$ cat src/rtl/ean_pkg.sv
// Shared types, constants and code tables for the EAN-13 module encoder.
package ean_pkg;

  // Digits per symbol and positions of the special digits
  localparam int unsigned NumDigits = 13;
  localparam logic [3:0]  PosFirst  = 4'd0;
  localparam logic [3:0]  PosStart  = 4'd1;
  localparam logic [3:0]  PosMid    = 4'd6;
  localparam logic [3:0]  PosEnd    = 4'(NumDigits - 1);
  localparam logic [3:0]  MaxDigit  = 4'd9;

  // Fixed module groups
  localparam logic [9:0]  QuietBars  = 10'b0000000000;
  localparam logic [3:0]  QuietCount = 4'd10;
  localparam logic [9:0]  EdgeGuard  = 10'b0000000101;
  localparam logic [3:0]  EdgeCount  = 4'd3;
  localparam logic [9:0]  MidGuard   = 10'b0000001010;
  localparam logic [3:0]  MidCount   = 4'd5;
  localparam logic [3:0]  CodeCount  = 4'd7;
  localparam logic [9:0]  ErrBars    = 10'b0000000000;
  localparam logic [3:0]  ErrCount   = 4'd1;
  localparam logic [6:0]  RInvert    = 7'h7F;

  // Command queue depth
  localparam int unsigned QueueAw    = 1;
  localparam int unsigned QueueDepth = 1 << QueueAw;

  // What the back end has to emit for one digit
  typedef enum logic [2:0] {
    CMD_ERR   = 3'd0,
    CMD_START = 3'd1,
    CMD_PLAIN = 3'd2,
    CMD_MID   = 3'd3,
    CMD_END   = 3'd4
  } cmd_kind_e;

  typedef struct packed {
    cmd_kind_e  kind;
    logic [6:0] code;
  } cmd_t;

  // L code (odd parity) of a digit
  function automatic logic [6:0] code_l(input logic [3:0] d);
    logic [6:0] c;
    case (d)
      4'd0: c = 7'h0D;
      4'd1: c = 7'h19;
      4'd2: c = 7'h13;
      4'd3: c = 7'h3D;
      4'd4: c = 7'h23;
      4'd5: c = 7'h31;
      4'd6: c = 7'h2F;
      4'd7: c = 7'h3B;
      4'd8: c = 7'h37;
      4'd9: c = 7'h0B;
      default: c = 7'h00;
    endcase
    return c;
  endfunction

  // G code (even parity) of a digit
  function automatic logic [6:0] code_g(input logic [3:0] d);
    logic [6:0] c;
    case (d)
      4'd0: c = 7'h27;
      4'd1: c = 7'h33;
      4'd2: c = 7'h1B;
      4'd3: c = 7'h21;
      4'd4: c = 7'h1D;
      4'd5: c = 7'h39;
      4'd6: c = 7'h05;
      4'd7: c = 7'h11;
      4'd8: c = 7'h09;
      4'd9: c = 7'h17;
      default: c = 7'h00;
    endcase
    return c;
  endfunction

  // Parity pattern selected by the first digit, bit 5 for the second digit
  function automatic logic [5:0] first_parity(input logic [3:0] d);
    logic [5:0] p;
    case (d)
      4'd0: p = 6'h00;
      4'd1: p = 6'h0B;
      4'd2: p = 6'h0D;
      4'd3: p = 6'h0E;
      4'd4: p = 6'h13;
      4'd5: p = 6'h19;
      4'd6: p = 6'h1C;
      4'd7: p = 6'h15;
      4'd8: p = 6'h16;
      4'd9: p = 6'h1A;
      default: p = 6'h00;
    endcase
    return p;
  endfunction

endpackage

$ cat src/rtl/ean13_module_encoder_top.sv
// EAN-13 module encoder top level: digit stream in, module group stream out.
//
// Feed the 13 digits of an EAN-13 number one per request on the slave side;
// set tuser to force a digit to be taken as the first one of a new symbol.
// The first digit produces no output and only selects the L/G parity pattern.
// Each later digit produces one to three module groups on the master side
// (quiet zone and start guard before the second digit, middle guard after the
// seventh, end guard and closing quiet zone after the thirteenth); tlast marks
// the last group of each digit. A digit above 9 produces one error group and
// aborts the symbol. The front end takes a digit whenever the queue has room;
// the back end serializer emits one group per cycle unless the output stalls,
// so a full symbol's 12 coded digits give 17 groups, with a two-entry command
// queue between the two so the input keeps flowing while output stalls.
module ean13_module_encoder_top (
  input  logic        clk_i,
  input  logic        rst_ni,
  input  logic        s_axis_tvalid,
  output logic        s_axis_tready,
  input  logic [7:0]  s_axis_tdata,   // [3:0] digit, [7:4] zero
  input  logic        s_axis_tuser,   // [0] restart
  output logic        m_axis_tvalid,
  input  logic        m_axis_tready,
  output logic [15:0] m_axis_tdata,   // [9:0] bars, [13:10] bar_count,
                                      // [14] symbol_end, [15] digit_error
  output logic        m_axis_tlast
);
  import ean_pkg::*;

  logic       push;
  cmd_t       push_cmd;
  logic       push_ready;
  logic       pop;
  cmd_t       pop_cmd;
  logic       pop_valid;
  logic [9:0] bars;
  logic [3:0] bar_count;
  logic       symbol_end;
  logic       digit_error;

  ean_front u_front (
    .clk_i        (clk_i),
    .rst_ni       (rst_ni),
    .in_valid_i   (s_axis_tvalid),
    .in_ready_o   (s_axis_tready),
    .digit_i      (s_axis_tdata[3:0]),
    .restart_i    (s_axis_tuser),
    .push_o       (push),
    .push_cmd_o   (push_cmd),
    .push_ready_i (push_ready)
  );

  ean_fifo u_fifo (
    .clk_i        (clk_i),
    .rst_ni       (rst_ni),
    .push_i       (push),
    .push_cmd_i   (push_cmd),
    .push_ready_o (push_ready),
    .pop_i        (pop),
    .pop_cmd_o    (pop_cmd),
    .pop_valid_o  (pop_valid)
  );

  ean_back u_back (
    .clk_i         (clk_i),
    .rst_ni        (rst_ni),
    .pop_valid_i   (pop_valid),
    .pop_cmd_i     (pop_cmd),
    .pop_o         (pop),
    .out_valid_o   (m_axis_tvalid),
    .out_ready_i   (m_axis_tready),
    .bars_o        (bars),
    .bar_count_o   (bar_count),
    .symbol_end_o  (symbol_end),
    .digit_error_o (digit_error),
    .last_o        (m_axis_tlast)
  );

  // Pack output fields
  assign m_axis_tdata = {digit_error, symbol_end, bar_count, bars};

endmodule

$ cat src/rtl/ean_front.sv
// Front end: accepts digits, tracks position and parity, issues commands.
module ean_front (
  input  logic          clk_i,
  input  logic          rst_ni,
  input  logic          in_valid_i,
  output logic          in_ready_o,
  input  logic [3:0]    digit_i,
  input  logic          restart_i,
  output logic          push_o,
  output ean_pkg::cmd_t push_cmd_o,
  input  logic          push_ready_i
);
  import ean_pkg::*;

  logic [3:0] pos_q, pos_d;
  logic [5:0] par_q, par_d;
  logic [3:0] pos_eff;
  logic       accept;
  logic       bad_digit;
  logic       g_sel;
  logic [2:0] par_idx;
  logic [6:0] code;
  cmd_t       cmd;

  assign in_ready_o = push_ready_i;
  assign accept     = in_valid_i && push_ready_i;
  assign bad_digit  = digit_i > MaxDigit;

  // Fold restart and out-of-range position into a first digit
  assign pos_eff = (restart_i || pos_q > PosEnd) ? PosFirst : pos_q;

  // Pick L, G or R code
  assign par_idx = 3'(4'd6 - pos_eff);
  assign g_sel   = par_q[par_idx];
  always_comb begin
    if (pos_eff <= PosMid) begin
      code = g_sel ? code_g(digit_i) : code_l(digit_i);
    end else begin
      code = code_l(digit_i) ^ RInvert;
    end
  end

  // Classify the digit
  always_comb begin
    cmd.code = code;
    if (bad_digit) begin
      cmd.kind = CMD_ERR;
    end else if (pos_eff == PosStart) begin
      cmd.kind = CMD_START;
    end else if (pos_eff == PosMid) begin
      cmd.kind = CMD_MID;
    end else if (pos_eff == PosEnd) begin
      cmd.kind = CMD_END;
    end else begin
      cmd.kind = CMD_PLAIN;
    end
  end

  // A valid first digit emits nothing
  assign push_o     = accept && (bad_digit || pos_eff != PosFirst);
  assign push_cmd_o = cmd;

  // Advance position and parity state
  always_comb begin
    pos_d = pos_q;
    par_d = par_q;
    if (accept) begin
      if (bad_digit) begin
        pos_d = PosFirst;
        par_d = '0;
      end else if (pos_eff == PosFirst) begin
        par_d = first_parity(digit_i);
        pos_d = PosStart;
      end else if (pos_eff == PosEnd) begin
        pos_d = PosFirst;
      end else begin
        pos_d = pos_eff + 4'd1;
      end
    end
  end

  always_ff @(posedge clk_i or negedge rst_ni) begin
    if (!rst_ni) begin
      pos_q <= PosFirst;
      par_q <= '0;
    end else begin
      pos_q <= pos_d;
      par_q <= par_d;
    end
  end

  // Position never leaves the symbol
  a_pos_range: assert property (@(posedge clk_i) disable iff (!rst_ni)
    pos_q <= PosEnd)
    else $error("digit position out of range");

  // An invalid digit clears the symbol state
  a_err_clear: assert property (@(posedge clk_i) disable iff (!rst_ni)
    (accept && bad_digit) |=> (pos_q == PosFirst && par_q == '0))
    else $error("invalid digit did not abort symbol");

  // Every accepted digit past the first issues a command
  a_push: assert property (@(posedge clk_i) disable iff (!rst_ni)
    (accept && !restart_i && pos_q != PosFirst) |-> push_o)
    else $error("digit dropped without command");

endmodule

$ cat src/rtl/ean_fifo.sv
// Short command queue between front end and back end.
module ean_fifo (
  input  logic          clk_i,
  input  logic          rst_ni,
  input  logic          push_i,
  input  ean_pkg::cmd_t push_cmd_i,
  output logic          push_ready_o,
  input  logic          pop_i,
  output ean_pkg::cmd_t pop_cmd_o,
  output logic          pop_valid_o
);
  import ean_pkg::*;

  cmd_t             mem_q [QueueDepth];
  logic [QueueAw-1:0] wr_ptr_q, rd_ptr_q;
  logic [QueueAw:0]   count_q, count_d;
  logic             do_push, do_pop;

  assign push_ready_o = count_q != (QueueAw + 1)'(QueueDepth);
  assign pop_valid_o  = count_q != '0;
  assign pop_cmd_o    = mem_q[rd_ptr_q];
  assign do_push      = push_i && push_ready_o;
  assign do_pop       = pop_i && pop_valid_o;

  // Track fill level
  always_comb begin
    count_d = count_q;
    if (do_push && !do_pop) begin
      count_d = count_q + 1'b1;
    end else if (do_pop && !do_push) begin
      count_d = count_q - 1'b1;
    end
  end

  always_ff @(posedge clk_i or negedge rst_ni) begin
    if (!rst_ni) begin
      wr_ptr_q <= '0;
      rd_ptr_q <= '0;
      count_q  <= '0;
    end else begin
      count_q <= count_d;
      if (do_push) begin
        wr_ptr_q <= wr_ptr_q + 1'b1;
      end
      if (do_pop) begin
        rd_ptr_q <= rd_ptr_q + 1'b1;
      end
    end
  end

  // Store entries
  always_ff @(posedge clk_i) begin
    if (do_push) begin
      mem_q[wr_ptr_q] <= push_cmd_i;
    end
  end

  // Fill level stays within depth
  a_count: assert property (@(posedge clk_i) disable iff (!rst_ni)
    count_q <= (QueueAw + 1)'(QueueDepth))
    else $error("queue overflow");

  // No request is pushed into a full queue
  a_no_drop: assert property (@(posedge clk_i) disable iff (!rst_ni)
    push_i |-> push_ready_o)
    else $error("request pushed into full queue");

  // No request is popped from an empty queue
  a_no_underflow: assert property (@(posedge clk_i) disable iff (!rst_ni)
    pop_i |-> pop_valid_o)
    else $error("request popped from empty queue");

endmodule

$ cat src/rtl/ean_back.sv
// Back end: expands commands into module groups behind an output register.
module ean_back (
  input  logic          clk_i,
  input  logic          rst_ni,
  input  logic          pop_valid_i,
  input  ean_pkg::cmd_t pop_cmd_i,
  output logic          pop_o,
  output logic          out_valid_o,
  input  logic          out_ready_i,
  output logic [9:0]    bars_o,
  output logic [3:0]    bar_count_o,
  output logic          symbol_end_o,
  output logic          digit_error_o,
  output logic          last_o
);
  import ean_pkg::*;

  cmd_t       cmd_q;
  logic       busy_q, busy_d;
  logic [1:0] step_q, step_d;
  logic       out_free;
  logic       emit;

  logic [9:0] g_bars;
  logic [3:0] g_count;
  logic       g_end, g_err, g_last;

  logic       valid_q;
  logic [9:0] bars_q;
  logic [3:0] count_q;
  logic       end_q, err_q, last_q;

  assign out_free = !valid_q || out_ready_i;
  assign emit     = busy_q && out_free;
  assign pop_o    = pop_valid_i && (!busy_q || (emit && g_last));

  // Select the group for the current step
  always_comb begin
    g_bars  = {3'b000, cmd_q.code};
    g_count = CodeCount;
    g_end   = 1'b0;
    g_err   = 1'b0;
    g_last  = 1'b0;
    case (cmd_q.kind)
      CMD_ERR: begin
        g_bars  = ErrBars;
        g_count = ErrCount;
        g_err   = 1'b1;
        g_last  = 1'b1;
      end
      CMD_START: begin
        if (step_q == 2'd0) begin
          g_bars  = QuietBars;
          g_count = QuietCount;
        end else if (step_q == 2'd1) begin
          g_bars  = EdgeGuard;
          g_count = EdgeCount;
        end else begin
          g_last  = 1'b1;
        end
      end
      CMD_PLAIN: begin
        g_last = 1'b1;
      end
      CMD_MID: begin
        if (step_q != 2'd0) begin
          g_bars  = MidGuard;
          g_count = MidCount;
          g_last  = 1'b1;
        end
      end
      CMD_END: begin
        if (step_q == 2'd1) begin
          g_bars  = EdgeGuard;
          g_count = EdgeCount;
        end else if (step_q == 2'd2) begin
          g_bars  = QuietBars;
          g_count = QuietCount;
          g_end   = 1'b1;
          g_last  = 1'b1;
        end
      end
      default: begin
        g_last = 1'b1;
      end
    endcase
  end

  // Advance through the groups, load the next command on the last one or when idle
  always_comb begin
    busy_d = busy_q;
    step_d = step_q;
    if (emit) begin
      if (g_last) begin
        busy_d = 1'b0;
        step_d = 2'd0;
      end else begin
        step_d = step_q + 2'd1;
      end
    end
    if (pop_o) begin
      busy_d = 1'b1;
      step_d = 2'd0;
    end
  end

  always_ff @(posedge clk_i or negedge rst_ni) begin
    if (!rst_ni) begin
      busy_q  <= 1'b0;
      step_q  <= 2'd0;
      valid_q <= 1'b0;
    end else begin
      busy_q <= busy_d;
      step_q <= step_d;
      if (out_free) begin
        valid_q <= emit;
      end
    end
  end

  // Hold command and output payload
  always_ff @(posedge clk_i) begin
    if (pop_o) begin
      cmd_q <= pop_cmd_i;
    end
    if (emit) begin
      bars_q  <= g_bars;
      count_q <= g_count;
      end_q   <= g_end;
      err_q   <= g_err;
      last_q  <= g_last;
    end
  end

  assign out_valid_o   = valid_q;
  assign bars_o        = bars_q;
  assign bar_count_o   = count_q;
  assign symbol_end_o  = end_q;
  assign digit_error_o = err_q;
  assign last_o        = last_q;

  // A command never needs a fourth group
  a_step: assert property (@(posedge clk_i) disable iff (!rst_ni)
    busy_q |-> step_q != 2'd3)
    else $error("group step overrun");

  // The end-of-symbol group is always the last of its request
  a_end_last: assert property (@(posedge clk_i) disable iff (!rst_ni)
    (emit && g_end) |-> g_last)
    else $error("symbol end not on last group");

  // A new command is only taken when the previous one is finished
  a_pop: assert property (@(posedge clk_i) disable iff (!rst_ni)
    (pop_o && busy_q) |-> (emit && g_last))
    else $error("command overwritten");

endmodule
$ cat config.mk
export PLATFORM = sky130hd
export DESIGN_NAME = ean13_module_encoder_top
export DESIGN_NICKNAME = d
export VERILOG_FILES = /design/src/rtl/ean_pkg.sv /design/src/rtl/ean13_module_encoder_top.sv /design/src/rtl/ean_front.sv /design/src/rtl/ean_fifo.sv /design/src/rtl/ean_back.sv
export SDC_FILE = /design/constraint.sdc
export NUM_CORES = 1
export LEC_CHECK = 0
export BUFFER_PORTS_ARGS = -buffer_cell sky130_fd_sc_hd__buf_4
export CORE_MARGIN = 5
export CORE_UTILIZATION = 45
export CTS_BUF_LIST = sky130_fd_sc_hd__clkbuf_8 sky130_fd_sc_hd__clkbuf_16
export DETAILED_ROUTE_END_ITERATION = 8
export SYNTH_ARGS = -nofsm -noshare
export SYNTH_HDL_FRONTEND = slang
export SYNTH_SLANG_ARGS = --single-unit
$ cat constraint.sdc
create_clock -name clk_i -period 4.25 [get_ports clk_i]
set_input_delay 1.0625 -clock clk_i [delete_from_list [all_inputs] [get_ports clk_i]]
set_output_delay 1.0625 -clock clk_i [all_outputs]
set_load 0.01 [all_outputs]
==> out/metrics.yaml <==
sta:
  rsz0062_at_grt: "no"
  setup_viol: 0
  finalHoldViolCount: 0
  slew_violations: 0
  skew_ns: 0.00772
  relSlewSlack_pct: 61.6
  tightestPinTransition_ns: 0.573
  finalCritPeriodShare_pct: 72.0
  max_freq_ghz: 0.327
  fin_tns_setup_ns: 0
  min_period_ns: 3.06
logic_synthesis:
  yosysSeqAreaShare_pct: 52.9
  synth_edf_count: 44
  synth_seq_cells: 61
  yosysUniqueCellTypes: 51
  yosysTopAreaCell: "edfxtp_1"
  synth_top_family_by_area: "simple AND/OR/NAND/NOR gates"
  yosys.area_share.xor_xnor_pct: 2.12
  ys_warn_count: 0
  synth_compound_area_share_pct: 14.6
  syn_inst: 306
  async_flop_share_pct: 27.9
  muxShareOfSynthArea_pct: 4.36
  syn_area_per_cell_um2: 10.8
  synthSimpleGateAreaFrac_pct: 16.0
  synth_top_area_share_pct: 40.0
  yosys-top-cells-area: "edfxtp_1, dfrtp_1, ha_1"
  netlist_area_um2: 3300
  synthAdderAreaFrac_pct: 5.69
  synth_flop_cell: "edfxtp_1"
cts:
  post-cts-setup-buffers: 0
  cts_max_level: 3
  clk_latency_ns: 0.33
  root_buffer: "clkbuf_8"
  cts_tree: "built"
  cts_buffers: 9
  clock_path_buffers: 2
  hold_buffers: 0
  ctsResizeCount: 0
  cts_sinks: 61
  cts.clk_slew.worst_paths_ns: 0.07
place:
  dpl.cell_count: 417
  hpwl_mm: 3.87
  gp_congestion: 0.863
  io_buffers: 24
run_status:
  status: "finished, final reports clean"
power_and_ir_drop:
  p_leak_nw: 1.49
  power.density_nw_per_um2: 618
  ir_drop_mv: 0.209
critical_path:
  cp.required_ns: 4.33
  critPathKind: "in2reg"
  worst-path-buf-inv: 2
  endpoint_kind: "flip-flop"
  crit_chain: "buf_4 > nor2_1 > nand2_1 > inv_1 > ha_1 > and3b_1 > or4_1 > and2_4 > o311a_1"
  critical-path-top-delay-family: "simple AND/OR/NAND/NOR gates"
  critPathMaxFanout: 9
  slowest_stage: "or4_1"
  max_stage_delay_ns: 0.60
  crit_arrival_ns: 3.14
  startpoint_type: "input pin"
global_route:
  grt_antenna_before_repair: 0
  overflow: 0
  grt_max_degree: 22
  grt_use_total_pct: 13.5
  grt_pass1_wl_mm: 9.44
  grt_pass1_vias: 2080
routing:
  drtAntennaViolNets: 0
  vias_per_cell: 5.11
  num_vias: 2214
  drt_iter0_drc: 66
  wl_mm: 5.49
  wire_per_inst_um: 12.7
  first_pass_iters: 4
  drc: 0
floorplanning:
  ios: 32
  core-area_um2: 7210
  start_util_pct: 45.8
  chipHeight_um: 95.6
  dieArea_um2: 9150
  die-width_um: 95.6
  rows: 31
flow_run:
  drv_cap: 0
layout:
  fin_nets: 357
  insertedDiodeCount: 0
  layout_commonest_cell: "edfxtp_1"
  drive_above_1_share_pct: 17.7
  area_delta_synth_final_pct: 13.3
  fin_util_pct: 51.8
  instances_no_fill: 433
  final_cell_mix: "edfxtp_1, nand2_1, buf_4"
worst_hold_path:
  hp-class: "reg2reg"
## per-stage QoR
stage          setup WS [ns]  total power [mW]  hold slack (ns)  area [µm²]
2_1_floorplan          0.878              1.61            0.448        3310
3_3_place_gp           0.909              1.83            0.465        3550
3_5_place_dp           0.887              1.84            0.475        3550
4_1_cts                 1.21              2.35            0.490        3740
5_1_grt                 1.04              2.48            0.515        3740
6_report                1.19              2.31            0.489        3740
## registers in the layout, indices dropped and copies added, names as in the netlist
register / cells
u_fifo.rd_ptr_q: 1
u_fifo.wr_ptr_q: 1
u_fifo.count_q: 2
u_front.par_q: 5
u_front.pos_q: 4
u_back.busy_q: 1
u_back.bar_count_o: 4
u_back.bars_o: 7
u_back.cmd_q: 10
u_back.step_q: 2
u_back.out_valid_o: 1
u_back.last_o: 1
u_back.symbol_end_o: 1
u_fifo.mem_q: 20
u_back.digit_error_o: 1
## final timing paths
check / start / endpoint / slack (ns) / depth (start not counted)
min: u_fifo.wr_ptr_q / u_fifo.wr_ptr_q / 0.49 / 1
max in group asynchronous: rst_ni / u_front.par_q[4] / 3.46 / 1
max reg2reg: u_front.pos_q[2] / u_fifo.mem_q[1][2] / 1.22 / 9
min reg2reg: u_fifo.wr_ptr_q / u_fifo.wr_ptr_q / 0.49 / 1
min in group asynchronous: rst_ni / u_back.out_valid_o / 0.59 / 1
max: s_axis_tuser / u_fifo.mem_q[1][2] / 1.19 / 9
## area by class of cell
class | count | area [µm²]
well taps | 99 | 124
flip-flops and latches | 61 | 1750
clock inverters | 7 | 66.3
inverters | 13 | 48.8
clock buffers | 9 | 124
fillers | 669 | 3470
multi-input cells | 216 | 1420
repair buffers | 28 | 210
## Yosys cell counts, types with 3 or more instances
master / instances
inv_1: 12
nand2_1: 30
dfrtp_1: 17
mux2_2: 11
a211oi_1: 4
nand3b_1: 3
o31ai_1: 5
a21oi_1: 12
o211ai_1: 4
nor2b_1: 12
o21bai_1: 3
xor2_1: 6
a21o_1: 5
edfxtp_1: 44
and3b_1: 3
and2_1: 7
nor2_1: 23
o22ai_1: 4
buf_2: 4
nand3_1: 3
ha_1: 15
o21ai_0: 22
nand2b_1: 8
buf_4: 5
clkbuf_1: 8
## power breakdown
| group | internal (mW) | switching (mW) |
|---|---|---|
| logic | 0.356 | 0.401 |
| clock network | 0.266 | 0.224 |
| registers | 0.927 | 0.138 |
## logic make-up (layout without fill, tap and decap cells)
family	Yosys count	count (layout)
and+or+nand+nor	102	102
adders and majority gates	15	15
muxes	13	13
other	1	3
AOI/OAI and AO/OA	75	75
xor gates and xnor gates	8	8
buffers and inverters	31	57
DFF	61	61
## layer usage
metal	global-route usage (%)	routed length, µm
met3	3.95	262
met5	0	0
met4	6.75	113
met2	22.1	2650
met1	16.2	2460
No activity file was read; power rests on OpenSTA's default activity.
